`config.mk`:
```
export PLATFORM = sky130hd
export DESIGN_NAME = interval_slot_allocator
export DESIGN_NICKNAME = d
export VERILOG_FILES = /design/src/design/isa_pkg.sv /design/src/design/isa_slot_bank.sv /design/src/design/interval_slot_allocator.sv
export SDC_FILE = /design/constraint.sdc
export NUM_CORES = 2
export LEC_CHECK = 0
export ABC_CLOCK_PERIOD_IN_PS = 6700
export BUFFER_PORTS_ARGS = -buffer_cell sky130_fd_sc_hd__buf_4
export CAP_MARGIN = 30
export CORE_MARGIN = 2
export CORE_UTILIZATION = 30
export CTS_CLUSTER_DIAMETER = 40
export DETAILED_ROUTE_END_ITERATION = 12
export GPL_TIMING_DRIVEN = 1
export PLACE_DENSITY_LB_ADDON = 0.15
export SYNTH_ARGS = -nofsm -noshare
export SYNTH_HDL_FRONTEND = slang
export SYNTH_HIERARCHICAL = 1
export SYNTH_SLANG_ARGS = --single-unit
```
`constraint.sdc`:
```
create_clock -name clk -period 6.7 [get_ports clk]
set_input_delay 0.335 -clock clk [delete_from_list [all_inputs] [get_ports clk]]
set_output_delay 0.335 -clock clk [all_outputs]
set_load 0.005 [all_outputs]
```
`src/design/isa_pkg.sv`:
```
// shared types and constants for the interval slot allocator
`default_nettype none

package isa_pkg;

    // fixed field widths of the request and result words
    localparam int TIME_W    = 20;
    localparam int TAG_W     = 16;
    localparam int SLOT_ID_W = 6;
    localparam int PEAK_W    = 7;

    // default sizing of the slot bank
    localparam int SLOTS_DEFAULT     = 64;
    localparam int TIME_BITS_DEFAULT = 20;

    // request word
    typedef struct packed {
        logic [TIME_W-1:0] start_time;
        logic [TIME_W-1:0] end_time;
        logic [TAG_W-1:0]  tag;
    } req_t;

    // result word
    typedef struct packed {
        logic [SLOT_ID_W-1:0] slot_id;
        logic                 granted;
        logic [TAG_W-1:0]     tag_out;
        logic [PEAK_W-1:0]    peak_in_use;
    } rsp_t;

endpackage

`default_nettype wire

```
`src/design/isa_slot_bank.sv`:
```
// slot bank: per-slot end times, expiry comparators and lowest-free-slot pick
`default_nettype none

module isa_slot_bank
    import isa_pkg::*;
#(
    parameter int SLOTS     = SLOTS_DEFAULT,
    parameter int TIME_BITS = TIME_BITS_DEFAULT,
    localparam int PICK_W   = $clog2(SLOTS)
)
(
    input  wire logic                 clk,
    input  wire logic                 rst_n,
    input  wire logic                 req_valid,
    input  wire logic [TIME_BITS-1:0] start_time,
    input  wire logic [TIME_BITS-1:0] end_time,
    output logic                      found,
    output logic [PICK_W-1:0]         pick
);

    logic [SLOTS-1:0]     busy_reg;
    logic [SLOTS-1:0]     busy_next;
    logic [TIME_BITS-1:0] end_reg [SLOTS];
    logic [SLOTS-1:0]     expire;
    logic [SLOTS-1:0]     busy_left;
    logic [SLOTS-1:0]     grant_vec;

    // free every busy slot whose end lies strictly before the new start
    always_comb
    begin
        for (int s = 0; s < SLOTS; s++)
        begin
            expire[s] = busy_reg[s] && (end_reg[s] < start_time);
        end
        busy_left = busy_reg & ~expire;
    end

    // priority encoder: lowest numbered free slot wins
    always_comb
    begin
        found = 1'b0;
        pick  = '0;
        for (int s = SLOTS - 1; s >= 0; s--)
        begin
            if (!busy_left[s])
            begin
                found = 1'b1;
                pick  = PICK_W'(s);
            end
        end
    end

    // next busy vector: expired slots cleared, granted slot set
    always_comb
    begin
        grant_vec = '0;
        if (found)
        begin
            grant_vec[pick] = 1'b1;
        end
        busy_next = busy_reg;
        if (req_valid)
        begin
            busy_next = busy_left | grant_vec;
        end
    end

    // busy flags
    always_ff @(posedge clk or negedge rst_n)
    begin
        if (!rst_n)
        begin
            busy_reg <= '0;
        end
        else
        begin
            busy_reg <= busy_next;
        end
    end

    // stored end times, only read while the slot is busy
    always_ff @(posedge clk)
    begin
        if (req_valid && found)
        begin
            end_reg[pick] <= end_time;
        end
    end

endmodule

`default_nettype wire

```
`src/design/interval_slot_allocator.sv`:
```
// top level of the greedy interval slot allocator
`default_nettype none

// Greedy interval partitioning over SLOTS slots. Raise start with a request
// word (requests in non-decreasing start order); busy is always low, so a
// word is taken on every cycle that start is high. Each request gives one
// result word on result, marked by done for a single cycle: the word lands
// in the input register when it is taken and passes through the expiry
// comparators and priority encoder into the result register. The receiver
// cannot stall, so done and result must be captured when they appear.
// Slots whose end time is below the new start are freed, then the lowest
// free slot is granted; granted is low when every slot is busy. peak_in_use
// is the largest number of slots busy at once, kept as one past the highest
// slot ever granted, which lowest-first allocation makes the same figure.

module interval_slot_allocator
    import isa_pkg::*;
#(
    parameter int SLOTS     = SLOTS_DEFAULT,
    parameter int TIME_BITS = TIME_BITS_DEFAULT
)
(
    input  wire logic clk,
    input  wire logic rst_n,
    input  wire logic start,
    output logic      busy,
    input  wire req_t req,
    output logic      done,
    output rsp_t      result
);

    localparam int PICK_W    = $clog2(SLOTS);
    localparam int PEAK_BITS = $clog2(SLOTS + 1);

    req_t                 item_reg;
    logic                 item_valid_reg;
    logic [TIME_BITS-1:0] item_start;
    logic [TIME_BITS-1:0] item_end;
    logic                 found;
    logic [PICK_W-1:0]    pick;
    logic [PEAK_BITS-1:0] peak_reg;
    logic [PEAK_BITS-1:0] peak_next;
    logic [PEAK_BITS-1:0] peak_cand;
    rsp_t                 result_reg;
    rsp_t                 result_next;
    logic                 done_reg;

    // a word is taken on every cycle
    assign busy = 1'b0;

    // input register
    always_ff @(posedge clk or negedge rst_n)
    begin
        if (!rst_n)
        begin
            item_valid_reg <= 1'b0;
        end
        else
        begin
            item_valid_reg <= start;
        end
    end

    always_ff @(posedge clk)
    begin
        if (start)
        begin
            item_reg <= req;
        end
    end

    // times brought to the internal width
    assign item_start = TIME_BITS'(item_reg.start_time);
    assign item_end   = TIME_BITS'(item_reg.end_time);

    isa_slot_bank #(
        .SLOTS     (SLOTS),
        .TIME_BITS (TIME_BITS)
    ) u_slot_bank (
        .clk        (clk),
        .rst_n      (rst_n),
        .req_valid  (item_valid_reg),
        .start_time (item_start),
        .end_time   (item_end),
        .found      (found),
        .pick       (pick)
    );

    // running peak and result word
    always_comb
    begin
        peak_cand = PEAK_BITS'(pick) + PEAK_BITS'(1);
        peak_next = peak_reg;
        if (item_valid_reg && found && (peak_cand > peak_reg))
        begin
            peak_next = peak_cand;
        end
        result_next.slot_id     = found ? SLOT_ID_W'(pick) : '0;
        result_next.granted     = found;
        result_next.tag_out     = item_reg.tag;
        result_next.peak_in_use = PEAK_W'(peak_next);
    end

    // control state
    always_ff @(posedge clk or negedge rst_n)
    begin
        if (!rst_n)
        begin
            peak_reg <= '0;
            done_reg <= 1'b0;
        end
        else
        begin
            peak_reg <= peak_next;
            done_reg <= item_valid_reg;
        end
    end

    // result register
    always_ff @(posedge clk)
    begin
        if (item_valid_reg)
        begin
            result_reg <= result_next;
        end
    end

    assign done   = done_reg;
    assign result = result_reg;

endmodule

`default_nettype wire

```
==> impl_metrics.toml <==
[logic_synthesis]
async_flop_share_pct = 5.07
syn-num-nets = 6404
ys.flop_type = "edfxtp_1"
synth_area_sq_um = 73100
yosysTopAreaCell = "edfxtp_1"
synth_top_area_share_pct = 56.1
synth-edff-count = 1366
ys.warnings.count = 6
synth.distinct_cells = 98
synth_area_leaders = "edfxtp_1 56%, ha_1 21%, dfrtp_1 2.5%"
yosysSeqAreaShare_pct = 58.6
synthCells = 5121
syn_area_per_cell_sq_um = 14.3
synth_seq_cells = 1439

[critical_path]
slowest_stage = "a2111oi_1"
required_ns = 7.35
r2r_cells = 24
path_cells = "inv_6 -> buf_12 -> buf_4 -> ha_1 -> nand2_1 -> nor4_1 -> a2111oi_1 -> a21boi_0 -> o21a_1 -> o311ai_0 -> a21oi_1 -> o311ai_1 -> buf_4 -> a21oi_4 -> inv_1 -> ha_1 -> buf_4 -> nand3_1 -> nor2_1 -> ha_1 -> a21oi_1 -> o21ai_1 -> o21bai_4 -> mux2_4"
r2r_start = "item_start[7]"
critPathKind = "flop to flop"
critPathArrivalTime_ns = 7.00
crit_fanout = 31
rrSetupSlack_ns = 0.35
endpoint_kind = "flop"
crit_buf_inv = 6
worstSetupStartpointType = "flop"
r2r_end = "result[1]"
slowest_delay_ns = 0.59
cp_top_family = "compound AO/OA/AOI/OAI gates"

[placed_design]
dp_cells = 8674
place.gp.congestion = 0.849
dp_slack_ns = 0.197
place_area_sq_um = 80700
hpwl_mm = 153
place.port_buffers = 89

[die]
die-area_sq_um = 248000
die_h_um = 498
rows = 181
die_width_um = 498
pin_count = 91
initial_core_util_pct = 30.1
core-area_sq_um = 243000

[power]
p_int_mw = 20.7
peakVddDrop_mv = 0.226
p_comb_share_pct = 9.2
p_leak_nw = 35.5
clkPwrFrac_pct = 53.9
p_total_mw = 27.3
p_seq_share_pct = 36.9
p_switching_mw = 6.60
power_density_nw_per_um2 = 299
switching_share_pct = 24.2

[detailed_routing]
drc = 0
drt_iter0_markers = 3224
vias = 48100
drtPass1Iterations = 5
wire_per_inst_um = 25.3
ant_nets = 0
wl_mm = 234
via_per_inst = 5.19

[layout]
syn2layout_area_growth_pct = 24.8
fin_cells = 9268
largest_reg_flops = 1280
final_area_sq_um = 91200
nFillCells = 22800
layout-drive-gt1-share_pct = 16.7
layout_commonest_cell = "edfxtp_1"
final_nets = 7119
layout_common_cells = "1366 x edfxtp_1, 1224 x ha_1, 362 x buf_4"

[cts]
cts_inserted_buffers = 302
insertion_delay_ns = 0.92
htreeDepth = 5
clkSlewWorstSetupHoldPaths_ns = 0.05
cts_buffer_depth = 4
clkSinkCount = 1439
tritoncts = "yes"
cts_root_buffer = "clkbuf_16"

[sta]
maxSlewViolCount = 0
layout_setup_ws_ns = 0.346
fin_skew_ns = 0.0982
min_period_ns = 6.35
fin_crit_sh_pct = 94.8
setup_tns_ns = 0
slew_headroom_pct = 28.1
tightest_slew_ns = 1.08
clock.fmax_ghz = 0.157
hold_viol_final = 0
finalSetupViolations = 0

[grt]
grt_overflow = 0
grt_max_degree = 58
grt_pass1_vias = 49600
grt_pass1_wl_mm = 341
grt_antenna_before_repair = 16
track_usage_pct = 18.7

[run]
drv_cap = 0

[outcome]
status = "complete, no violations"

[min_path]
min_path_cells = 2
holdCritStartpoint = "req[34]"
worstHoldPathType = "input port to flop"
holdPathEnd = "item_end[18]"
power by group through the flow:
stage	logic [mW]	registers [mW]	clock network, mW
finish	2.52	10.1	14.7
global placement	2.48	10.2	0
global route	2.80	10.1	15.4
CTS	2.56	10.1	15.0
floorplan	1.19	10.3	0
detailed placement	2.52	10.2	0
what timing repair did:
action	4_1_cts	5_1_grt
hold endpoints to repair	90	0
resized for setup	0	1
hold buffers	60	0
setup buffers	0	0
setup endpoints to repair	0	14
kinds of logic (layout without fill, tap and decap cells):
group                    Yosys count  count (layout)  synth area share [%]
XOR/XNOR                           4               4                0.0479
AND/OR/NAND/NOR                  923             923                  6.55
other                              1               7               0.00513
multiplexers                       7               7                 0.137
adder cells (fa/ha/maj)         1224            1224                  20.9
AO/OA/AOI/OAI                   1396            1396                  12.9
flip-flops                      1439            1439                  58.6
buffers and inverters            127            1066                 0.770
cells in the mapped netlist, types with 8 or more instances:
library cell and instances:
and4_1 23, nand2_1 240, o21ai_1 15, nor2b_1 55
a21oi_1 298, o221ai_1 8, and3_1 36, buf_2 18
edfxtp_1 1366, or2_2 11, o2111ai_1 40, a21o_1 194
a211o_1 34, nand2b_1 60, nor3_1 98, nand4_1 68
a31o_2 11, a21boi_0 25, o21ai_0 258, clkbuf_1 19
inv_1 80, or4_1 10, a31oi_1 48, a221oi_1 12
nor2_1 131, o31ai_2 13, nor3b_1 9, nand3_1 104
nor4_1 13, a41oi_1 11, ha_1 1224, dfrtp_1 73
and2_1 19, o21a_1 79, o22ai_1 9, o31ai_1 66
a211oi_1 76, a2111oi_0 47, o211ai_1 60, or3_1 10
layout make-up:
type                            count  area (sq um)  share of cell area [%]
Timing Repair Buffer              458          4050                    4.44
Clock inverter                    173          1940                    2.13
Sequential cell                  1439         42800                    47.0
Inverter                           80           370                   0.406
Tap cell                         3202          4010                    4.39
Clock buffer                      355          7980                    8.75
Multi-Input combinational cell   3555         30000                    32.9
Antenna cell                        6          15.0                  0.0165
stage by stage:
step	util [%]	hold WS, ns
6_report	37.6	0.134
5_1_grt	37.6	0.0889
4_1_cts	37.6	0.0655
3_5_place_dp	33.2	0.405
3_3_place_gp	33.2	0.401
2_1_floorplan	-	0.0394
worst max path at each step:
stage	slack, ns	start	to	depth (start not counted)
after floorplan	0.12	item_start[11]	u_slot_bank/end_reg[10][0]	15
after global placement	0.19	item_start[7]	result[4]	24
after detailed placement	0.20	item_start[7]	result[4]	23
after CTS	0.19	item_start[7]	result[4]	23
after global routing	-0.05	item_start[7]	result[4]	23
final	0.35	item_start[7]	result[1]	24
layer usage:
layer,part of all wire (%),GRT usage [%],vias to the layer above
met2,47,30.8,1118
li1,-,-,22400
met1,46,25.6,24200
met3,4.3,2.54,363
met4,2.6,5.50,0
met5,0,0,-
Power figures use the tool's default switching activity.
